===== src/rtl/core/pba_pkg.sv =====
// ----------------------------------------------------------------------------
// pba_pkg
// Shared types, constants and helper functions of the page bitmap allocator.
// ----------------------------------------------------------------------------
package pba_pkg;

  // Map geometry
  localparam int unsigned NUM_PAGES  = 1048576;
  localparam int unsigned PAGE_SHIFT = 12;
  localparam int unsigned WORD_BITS  = 64;
  localparam int unsigned MAP_WORDS  = (NUM_PAGES + WORD_BITS - 1) / WORD_BITS;
  localparam int unsigned WORD_AW    = (MAP_WORDS > 1) ? $clog2(MAP_WORDS) : 1;

  // Field widths
  localparam int unsigned CMD_W      = 3;
  localparam int unsigned PAGE_W     = 20;
  localparam int unsigned BOUND_W    = 21;
  localparam int unsigned BIT_W      = 6;
  localparam int unsigned WORD_NUM_W = BOUND_W - BIT_W;
  localparam int unsigned ADDR_W     = 32;
  localparam int unsigned CFG_IDX_W  = 2;
  localparam int unsigned IN_DATA_W  = 24;
  localparam int unsigned IN_USER_W  = 3;
  localparam int unsigned OUT_DATA_W = 56;
  localparam int unsigned OUT_USER_W = 1;

  localparam logic [BOUND_W-1:0] NUM_PAGES_B = BOUND_W'(NUM_PAGES);
  localparam logic [WORD_AW-1:0] LAST_WORD   = WORD_AW'(MAP_WORDS - 1);

  // Register reset values
  localparam logic [ADDR_W-1:0]  MEM_TOP_RST      = '0;
  localparam logic [BOUND_W-1:0] RESERVED_LOW_RST = BOUND_W'(2048);
  localparam logic [BOUND_W-1:0] KERNEL_START_RST = BOUND_W'(3072);
  localparam logic [BOUND_W-1:0] USER_START_RST   = BOUND_W'(32'h4_0000);

  typedef enum logic [CMD_W-1:0] {
    CMD_INIT        = 3'd0,
    CMD_ALLOC       = 3'd1,
    CMD_FREE        = 3'd2,
    CMD_FIND_LOW    = 3'd3,
    CMD_FIND_KERNEL = 3'd4,
    CMD_FIND_USER   = 3'd5
  } cmd_e;

  typedef enum logic [CFG_IDX_W-1:0] {
    REG_MEM_TOP      = 2'd0,
    REG_RESERVED_LOW = 2'd1,
    REG_KERNEL_START = 2'd2,
    REG_USER_START   = 2'd3
  } cfg_reg_e;

  typedef enum logic [2:0] {
    ST_CLEAR,
    ST_IDLE,
    ST_INIT,
    ST_RMW_RD,
    ST_RMW_WR,
    ST_SETUP,
    ST_SCAN,
    ST_DONE
  } state_e;

  // Controller -> datapath
  typedef struct packed {
    logic accept;
    logic sweep_clr;
    logic sweep_init;
    logic rmw_rd;
    logic rmw_wr;
    logic scan_start;
    logic scan_en;
    logic out_load;
  } dp_cmd_t;

  // Datapath -> controller
  typedef struct packed {
    logic sweep_last;
    logic page_ok;
    logic region_empty;
    logic hit;
    logic miss;
    logic out_free;
  } dp_stat_t;

  // Bit b set when b < k
  function automatic logic [WORD_BITS-1:0] therm_lt(input logic [BIT_W-1:0] k);
    logic [WORD_BITS-1:0] m;
    for (int b = 0; b < WORD_BITS; b++) begin
      m[b] = (BIT_W'(b) < k);
    end
    return m;
  endfunction

  // Bit b set when b > k
  function automatic logic [WORD_BITS-1:0] therm_gt(input logic [BIT_W-1:0] k);
    logic [WORD_BITS-1:0] m;
    for (int b = 0; b < WORD_BITS; b++) begin
      m[b] = (BIT_W'(b) > k);
    end
    return m;
  endfunction

  // Lowest clear bit (word must hold at least one clear bit)
  function automatic logic [BIT_W-1:0] first_zero(input logic [WORD_BITS-1:0] w);
    logic [BIT_W-1:0] idx;
    idx = '0;
    for (int b = WORD_BITS - 1; b >= 0; b--) begin
      if (!w[b]) idx = BIT_W'(b);
    end
    return idx;
  endfunction

  function automatic logic [BOUND_W-1:0] clamp_pages(input logic [BOUND_W-1:0] v);
    return (v > NUM_PAGES_B) ? NUM_PAGES_B : v;
  endfunction

endpackage


===== src/rtl/core/pba_ctrl.sv =====
// ----------------------------------------------------------------------------
// pba_ctrl
// Command sequencer: clear pass, init sweep, read-modify-write, scan, reply.
// ----------------------------------------------------------------------------
module pba_ctrl (
  input  logic                          clk_i,
  input  logic                          rst_ni,
  input  logic                          s_tvalid_i,
  input  logic [pba_pkg::CMD_W-1:0]     cmd_i,
  output logic                          s_tready_o,
  input  pba_pkg::dp_stat_t             stat_i,
  output pba_pkg::dp_cmd_t              ctrl_o
);
  import pba_pkg::*;

  state_e state_q, state_d;

  always_ff @(posedge clk_i or negedge rst_ni) begin
    if (!rst_ni) state_q <= ST_CLEAR;
    else         state_q <= state_d;
  end

  // Next state
  always_comb begin
    state_d = state_q;
    unique case (state_q)
      ST_CLEAR: if (stat_i.sweep_last) state_d = ST_IDLE;
      ST_IDLE: begin
        if (s_tvalid_i) begin
          unique case (cmd_i)
            CMD_INIT:                                   state_d = ST_INIT;
            CMD_ALLOC, CMD_FREE:                        state_d = ST_RMW_RD;
            CMD_FIND_LOW, CMD_FIND_KERNEL, CMD_FIND_USER: state_d = ST_SETUP;
            default:                                    state_d = ST_DONE;
          endcase
        end
      end
      ST_INIT:   if (stat_i.sweep_last) state_d = ST_DONE;
      ST_RMW_RD: state_d = stat_i.page_ok ? ST_RMW_WR : ST_DONE;
      ST_RMW_WR: state_d = ST_DONE;
      ST_SETUP:  state_d = stat_i.region_empty ? ST_DONE : ST_SCAN;
      ST_SCAN:   if (stat_i.hit || stat_i.miss) state_d = ST_DONE;
      ST_DONE:   if (stat_i.out_free) state_d = ST_IDLE;
      default:   state_d = ST_CLEAR;
    endcase
  end

  // Outputs
  always_comb begin
    ctrl_o     = '0;
    s_tready_o = 1'b0;
    unique case (state_q)
      ST_CLEAR:  ctrl_o.sweep_clr = 1'b1;
      ST_IDLE: begin
        s_tready_o    = 1'b1;
        ctrl_o.accept = s_tvalid_i;
      end
      ST_INIT:   ctrl_o.sweep_init = 1'b1;
      ST_RMW_RD: ctrl_o.rmw_rd = 1'b1;
      ST_RMW_WR: ctrl_o.rmw_wr = 1'b1;
      ST_SETUP:  ctrl_o.scan_start = !stat_i.region_empty;
      ST_SCAN:   ctrl_o.scan_en = 1'b1;
      ST_DONE:   ctrl_o.out_load = stat_i.out_free;
      default:   ctrl_o = '0;
    endcase
  end

endmodule


===== config.mk =====
export PLATFORM = sky130hd
export DESIGN_NAME = pba_ctrl
export DESIGN_NICKNAME = d
export VERILOG_FILES = /design/src/rtl/core/pba_pkg.sv /design/src/rtl/core/pba_ctrl.sv
export SDC_FILE = /design/constraint.sdc
export NUM_CORES = 1
export LEC_CHECK = 0
export BUFFER_PORTS_ARGS = -buffer_cell sky130_fd_sc_hd__buf_2
export CAP_MARGIN = 20
export CORE_AREA = 3 3 40 42
export DETAILED_ROUTE_END_ITERATION = 6
export DIE_AREA = 0 0 43 45
export PLACE_DENSITY = 0.6
export SETUP_SLACK_MARGIN = 0.02
export SLEW_MARGIN = 10
export SYNTH_ARGS = -nofsm -noshare
export SYNTH_HDL_FRONTEND = slang
export SYNTH_SLANG_ARGS = --single-unit
export TNS_END_PERCENT = 1

===== constraint.sdc =====
create_clock -name clk_i -period 1.9 [get_ports clk_i]
set_input_delay 0.285 -clock clk_i [delete_from_list [all_inputs] [get_ports clk_i]]
set_output_delay 0.285 -clock clk_i [all_outputs]
set_load 0.02 [all_outputs]

==> results of run 1 <==
-- worst max-delay path: stages (launching register included) --
cell and delay [ns]:
dfrtp_1 0.53, nand2b_1 0.16, nor2_1 0.13, and2_1 0.13, buf_2 0.15
-- metrics by stage --
stage	setup slack (ns)	util, %
final	0.2770	37.29
after global routing	0.1402	37.29
after CTS	0.2588	37.29
after detailed placement	0.3943	34.47
after global placement	0.4138	34.47
after floorplan	0.4000	-
-- path summary, 6_finish.rpt --
kind | to | cells after the start | start
setup / recovery | ctrl_o[7] | 4 | state_q[0]
hold / removal | state_q[0] | 2 | rst_ni
setup reg to reg | state_q[1] | 3 | state_q[1]
hold reg to reg | state_q[0] | 2 | state_q[0]
max in group asynchronous | state_q[2] | 2 | rst_ni
min in group clk_i | state_q[2] | 3 | s_tvalid_i
-- power by group through the flow --
stage               Combinational [uW]  Sequential [uW]  Clock [uW]
floorplan                          311              119           0
global placement                   383              160           0
detailed placement                 384              163           0
CTS                                389              161         117
global route                       420              173         125
finish                             386              161         113
-- cells in the final DEF (no fill, tap or decap), drive strengths merged, types with 2 or more instances in the layout --
cell	count
nand3b	2
clkbuf	4
buf	22
nand2	4
o21ai	2
nor3	2
dfrtp	3
nor2	6
-- cells by family (layout without fill, tap and decap cells) --
family                 count (synthesis)  in the layout  share of synthesized area, %
AND/OR/NAND/NOR                       25             25                         45.14
AO/OA/AOI/OAI                          9              9                         22.96
buffers and inverters                  4             28                         5.057
flip-flops                             3              3                         23.35
multiplexers                           1              1                         3.502
-- repair_timing --
action	CTS	global route
hold buffers	1	0
endpoints found under the hold margin	3	0
setup buffers	0	0
-- layout make-up --
cell class | count | area (um^2) | area share [%]
Multi-Input combinational cell | 35 | 230.2 | 48.04
Inverter | 1 | 3.754 | 0.7833
Timing Repair Buffer | 23 | 125.1 | 26.11
Tap cell | 15 | 18.77 | 3.916
Clock buffer | 4 | 26.28 | 5.483
Sequential cell | 3 | 75.07 | 15.67
-- routing by layer --
layer | up-vias | GRT usage (%)
met5 | - | 0
met4 | 0 | 3.614
met3 | 0 | 1.594
met2 | 11 | 14.07
met1 | 168 | 12.32
li1 | 201 | -
==> results.cfg, run 1 <==
[placed_design]
placed_area_um2 = 442.9
place.gp.congestion = 0.7405
dp_hpwl_um = 720.6
io_buffer_count = 20
dp_cells = 76

[cts]
cts_resized = 0
cts_tree = built
cts.sink_count = 3
cts-root-buf = clkbuf_4
cts_inserted_buffers = 3
clk_pin_slew_ns = 0.04
htree_levels = 1
clock_latency_ns = 0.23
clockBufferDepth = 2

[power]
powerDensity_nw_per_um2 = 1380
intPower_uw = 352.7
irDropWorstVdd_mv = 0.5793
total_power_uw = 661.2
switchingPower_uw = 308.5
pwr-share-comb_pct = 58.4
p_clk_share_pct = 17.2
sw_frac_of_total_pct = 46.65
p_leak_uw = 0.0002504
p_seq_share_pct = 24.4

[sta]
setup_viol = 0
worst_pin_slew_ns = 0.3383
finalHoldViolCount = 0
timing.hold.ws_ns = 0.3818
maxSlewViolCount = 0
fin_crit_sh_pct = 85.42
fin_crit_ns = 1.623
rsz0062_at_grt = false
final.setup_skew_ns = 0.0008311
fmax_mhz = 616.1
fin_tns_setup_ns = 0
max_slew_margin_pct = 77.45

[global_route]
grt_max_degree = 14
grt_pass1_wl_um = 1338
antenna_found_initial = 0
grt_pass1_vias = 327
grt_util_all_layers_pct = 9.000
grt_overflow = 0

[flow_run]
cap_violations = 0

[synthesis]
yosysUniqueCellTypes = 29
netlist_top_cells_count = nor2_1 (6), nand2_1 (4), dfrtp_1 (3)
syn_nets = 54
async_reset_ff_share_pct = 100.0
synth_edf_count = 0
ys_seq_area_share_pct = 23.35
synth_area_um2 = 321.6
synth_warnings = 0
yosys.area.top_type_share_pct = 23.35
syn-instance-count = 42
synth_ff_type = dfrtp_1
yosys.cell_count.top_type = nor2_1
synth_area_leaders = dfrtp_1 (23%), nor2_1 (7.0%), nand2_1 (4.7%)
synth_top_cell_by_area = dfrtp_1
syn_area_per_cell_um2 = 7.656
ys_seq_elements = 3

[worst_setup_path]
critPathKind = flop to output port
start_kind = flop
worstPathArrival_ns = 1.34
crit_path_max_fanout = 13
cp-end-kind = output port
cp.required_ns = 1.62
reg2reg_slack_ns = 0.40

[floorplanning]
die_area_um2 = 1935
core-area_um2 = 1285
initial_core_util_pct = 25.02
io_pins = 21
rows = 13
die_h_um = 45
die_w_um = 43

[cells_and_area]
layout-drive-gt1-share_pct = 43.94
regMostFlops = state_q
reg.largest.list = state_q x3
num-fill-cells = 137
n_antenna_cell = 0
fin_cells = 81
nets = 79
largest_reg_flops = 3
syn2layout_area_growth_pct = 49.03
fin_area_um2 = 479.2

[drt]
routed-wl-met3_um = 47
met2WireLength_um = 424
drt_iter0_drc = 6
viasPerCell = 4.691
drcViolationCount = 0
drtAntennaViolNets = 0
wl_um = 891
wire_per_inst_um = 11.00
via_count = 380
dr.max_layer_used = met3
wl_met1_um = 419
dr.pass1.iters = 4

[min_path]
hp-class = primary input to asynchronous set/reset pin

[outcome]
status = completed
No activity file was read; power rests on OpenSTA's default activity.
==> inputs of run 2 (changes only) <==
==> constraint.sdc (replaced) <==
create_clock -name clk_i -period 1.8 [get_ports clk_i]
set_input_delay 0.27 -clock clk_i [delete_from_list [all_inputs] [get_ports clk_i]]
set_output_delay 0.27 -clock clk_i [all_outputs]
set_load 0.02 [all_outputs]
==> results.cfg, run 2 (synthesis gave the netlist of run 1 again) <==
[placed_design]
place.gp.congestion = 0.6997
dp_hpwl_um = 713.8
pre_cts_slack_ns = 0.3313
dp_cells = 76
io_buffer_count = 20

[cts]
cts.sink_count = 3
cts_setup_buffers = 0
clk_pin_slew_ns = 0.04
htree_levels = 1
cts-root-buf = clkbuf_4
cts_tree = built
clockBufferDepth = 2
cts_inserted_buffers = 3
clock_latency_ns = 0.23

[global_route]
grt_max_degree = 14
grt_util_all_layers_pct = 8.750
grt_pass1_wl_um = 1345
antenna_found_initial = 0
grt_overflow = 0
grt_pass1_vias = 357

[drt]
wire_per_inst_um = 11.64
via_count = 385
drcViolationCount = 0
drtAntennaViolNets = 0
drt_iter0_drc = 3
dr.pass1.iters = 4
wl_um = 943
viasPerCell = 4.753

[worst_setup_path]
worstPathArrival_ns = 1.34
cp.required_ns = 1.53
cp_top_family = flip-flops
critical_path.slowest_cell = dfrtp_1
path_cells = buf_4 > or2b_1 > nor2_1 > buf_2
critical-path-max-stage-delay_ns = 0.41
crit_path_max_fanout = 10
cp-end-kind = output port
start_kind = flop
path_buf_inv = 2
critPathKind = flop to output port

[power]
p_leak_uw = 0.0002504
p_seq_share_pct = 23.5
switchingPower_uw = 325.6
powerDensity_nw_per_um2 = 1457
p_clk_share_pct = 16.8
pwr-share-comb_pct = 59.7
irDropWorstVdd_mv = 0.6622
intPower_uw = 372.6
sw_frac_of_total_pct = 46.63
total_power_uw = 698.3

[sta]
fin_crit_ns = 1.614
fmax_mhz = 619.6
maxSlewViolCount = 0
max_slew_margin_pct = 75.82
timing.hold.ws_ns = 0.3796
finalHoldViolCount = 0
fin_tns_setup_ns = 0
setup_viol = 0
fin_crit_sh_pct = 89.66
layout_setup_ws_ns = 0.1862
worst_pin_slew_ns = 0.3627
final.setup_skew_ns = 0.005079
rsz0062_at_grt = false

[cells_and_area]
n_antenna_cell = 0
syn2layout_area_growth_pct = 49.03
largest_reg_flops = 3
fin_cells = 81
layout-drive-gt1-share_pct = 43.94
final_common_cell = buf_2
reg.largest.list = state_q x3
nets = 79
regMostFlops = state_q
mostFrequentLayoutCells = buf_2 (20), nor2_1 (6), nand2_1 (4), clkbuf_4 (3), dfrtp_1 (3)

[floorplanning]
rows = 13
die_w_um = 43
initial_core_util_pct = 25.02
io_pins = 21
die_area_um2 = 1935
die_h_um = 45
core-area_um2 = 1285

[flow_run]
cap_violations = 0

[min_path]
hp-class = primary input to asynchronous set/reset pin

[outcome]
status = completed
## run 2: area by class of cell
type                       instances  area, um^2
multi-input combinational         35       230.2
timing repair buffer              23       125.1
tap                               15       18.77
clock buffer                       4       26.28
sequential                         3       75.07
inverter                           1       3.754
fill                             136       805.8
## run 2: what timing repair did
| item | CTS | global route |
|---|---|---|
| gates resized for setup | 0 | 0 |
| hold buffers | 1 | 0 |
| hold endpoints to repair | 3 | 0 |
## run 2: stage by stage
| stage | instance area (um^2) | utilization [%] |
|---|---|---|
| after detailed placement | 442.9 | 34.47 |
| final | 479.2 | 37.29 |
| after CTS | 479.2 | 37.29 |
| after global placement | 442.9 | 34.47 |
| after global routing | 479.2 | 37.29 |
| after floorplan | 321.6 | - |
## run 2: power by group through the flow
| stage | Clock (uW) | Combinational, uW | Sequential [uW] |
|---|---|---|---|
| 2_1_floorplan | 0 | 328 | 126 |
| 3_3_place_gp | 0 | 415 | 160 |
| 3_5_place_dp | 0 | 417 | 163 |
| 4_1_cts | 120 | 423 | 163 |
| 5_1_grt | 126 | 457 | 168 |
| 6_report | 117 | 417 | 164 |
## run 2: worst paths after layout
path                            start          to  slack, ns  cells past startpoint
setup / recovery           state_q[2]   ctrl_o[2]       0.19                      4
hold / removal                 rst_ni  state_q[0]       0.38                      2
setup reg to reg           state_q[2]  state_q[1]       0.33                      3
hold reg to reg            state_q[1]  state_q[0]       0.70                      2
max in group asynchronous      rst_ni  state_q[2]       1.31                      2
min in group clk_i         s_tvalid_i  state_q[2]       0.38                      3
## run 2: worst reg2reg max path, cell delays in order (launching register included)
cell and delay [ns]:
dfrtp_1 0.42, or3_1 0.38, a32oi_1 0.21, mux2_2 0.35
## run 2: routing by layer
layer | part of all wire (%) | GRT usage [%] | vias up
met4 | 0 | 1.807 | 0
met1 | 48 | 11.84 | 174
li1 | - | - | 200
met3 | 5.0 | 1.195 | 0
met2 | 47 | 14.97 | 11
met5 | 0 | 0 | -
==> inputs of run 3 (changes only) <==
--- a/config.mk
+++ b/config.mk
@@ -8,8 +8,10 @@
 export BUFFER_PORTS_ARGS = -buffer_cell sky130_fd_sc_hd__buf_2
 export CAP_MARGIN = 20
 export CORE_AREA = 3 3 40 42
+export CTS_BUF_LIST = sky130_fd_sc_hd__clkbuf_4
 export DETAILED_ROUTE_END_ITERATION = 6
 export DIE_AREA = 0 0 43 45
+export HOLD_SLACK_MARGIN = 0.02
 export PLACE_DENSITY = 0.6
 export SETUP_SLACK_MARGIN = 0.02
 export SLEW_MARGIN = 10
==> results.cfg, run 3 (synthesis gave the netlist of run 1 again) <==
[outcome]
status = completed

[worst_setup_path]
r2r_end = state_q[1]
r2r-start = state_q[1]
crit_path_max_fanout = 10
worstPathArrival_ns = 1.34
critical-path-max-stage-delay_ns = 0.41
cp.required_ns = 1.53
cp-end-kind = output port
reg2reg_slack_ns = 0.33
cp-startpoint = state_q[2]
path_cells = buf_4 > or2b_1 > nor2_1 > buf_2
start_kind = flop
critPathKind = flop to output port
rr_worst_depth = 3
critical_path.slowest_cell = dfrtp_1

[drt]
wire_per_inst_um = 11.70
dr.pass1.iters = 5
drcViolationCount = 0
drt_iter0_drc = 3
drtAntennaViolNets = 0
wl_um = 948
via_count = 393
viasPerCell = 4.852

[cts]
clockBufferDepth = 2
cts_setup_buffers = 0
cts_tree = built
htree_levels = 1
clk_pin_slew_ns = 0.04
cts_inserted_buffers = 3
cts_resized = 0
cts-root-buf = clkbuf_4
clock_latency_ns = 0.23
cts.sink_count = 3

[global_route]
grt_overflow = 0
grt_util_all_layers_pct = 8.750
grt_max_degree = 14
grt_pass1_vias = 357
grt_pass1_wl_um = 1345
antenna_found_initial = 0

[sta]
fmax_mhz = 621.9
fin_crit_ns = 1.608
finalHoldViolCount = 0
fin_crit_sh_pct = 89.34
setup_viol = 0
rsz0062_at_grt = false
worst_pin_slew_ns = 0.3548
maxSlewViolCount = 0
fin_tns_setup_ns = 0
final.setup_skew_ns = 0.004681
max_slew_margin_pct = 76.35

[floorplanning]
die_w_um = 43
core-area_um2 = 1285
die_area_um2 = 1935
initial_core_util_pct = 25.02
rows = 13
die_h_um = 45
io_pins = 21

[power]
total_power_uw = 714.4
powerDensity_nw_per_um2 = 1479
p_leak_uw = 0.0002538
irDropWorstVdd_mv = 0.6677

[placed_design]
place.gp.congestion = 0.6997
dp_hpwl_um = 713.8
io_buffer_count = 20

[cells_and_area]
reg.largest.list = state_q x3
regMostFlops = state_q
mostFrequentLayoutCells = buf_2 (20), nor2_1 (6), nand2_1 (4), clkbuf_4 (4), dfrtp_1 (3)
largest_reg_flops = 3
nets = 79
layout-drive-gt1-share_pct = 45.45
final_common_cell = buf_2
num-fill-cells = 134
syn2layout_area_growth_pct = 50.19
n_antenna_cell = 0

[flow_run]
cap_violations = 0

[min_path]
hp-class = primary input to asynchronous set/reset pin
## run 3: cell count changes in the layout (fill, tap and decap cells not counted)
cell	change
clkbuf_1	-1
clkbuf_4	+1
## run 3: timing repair
action | 4_1_cts | 5_1_grt
setup endpoints to repair | 0 | 0
hold buffers | 1 | 0
endpoints found under the hold margin | 3 | 0
## run 3: per-layer routing
metal | vias up | track usage, % | share of wire (%)
met1 | 175 | 11.84 | 45
met5 | - | 0 | 0
met4 | 0 | 1.807 | 0
met3 | 0 | 1.195 | 8.3
met2 | 18 | 14.97 | 47
li1 | 200 | - | -
## run 3: how the worst max path moves through the flow
stage | slack (ns) | end
floorplan | 0.32 | ctrl_o[5]
global placement | 0.35 | state_q[1]
detailed placement | 0.33 | state_q[1]
CTS | 0.18 | ctrl_o[2]
global route | 0.10 | ctrl_o[7]
finish | 0.19 | ctrl_o[2]
## run 3: area by class of cell
| type | instances | area (um^2) | area share [%] |
|---|---|---|---|
| Tap cell | 15 | 18.77 | 3.886 |
| Multi-Input combinational cell | 35 | 230.2 | 47.67 |
| Clock buffer | 4 | 30.03 | 6.218 |
| Sequential cell | 3 | 75.07 | 15.54 |
| Timing Repair Buffer | 23 | 125.1 | 25.91 |
| Inverter | 1 | 3.754 | 0.7772 |
## run 3: power breakdown
group	total (uW)	internal, uW	switching (uW)
clock	134	98.1	35.5
combinational	418	191	227
sequential	163	99.0	64.1
total	714	388	327
## run 3: per-stage QoR
step                      hold slack (ns)  instance area, um^2  setup slack [ns]  instances  util [%]
final                              0.3781                483.0            0.1920         81     37.59
after global placement            0.06719                442.9            0.3470         76     34.47
after floorplan                  -0.02559                321.6            0.3150         42         -
after detailed placement          0.06816                442.9            0.3313         76     34.47
after CTS                          0.3783                483.0            0.1750         81     37.59
after global routing               0.3931                483.0            0.1028         81     37.59
## run 3: worst max-delay path, delay by kind of cell (launching register included)
| family | cells | cell delay (ns) |
|---|---|---|
| buf+inv | 2 | 0.35 |
| flops | 1 | 0.41 |
| simple gates | 2 | 0.35 |
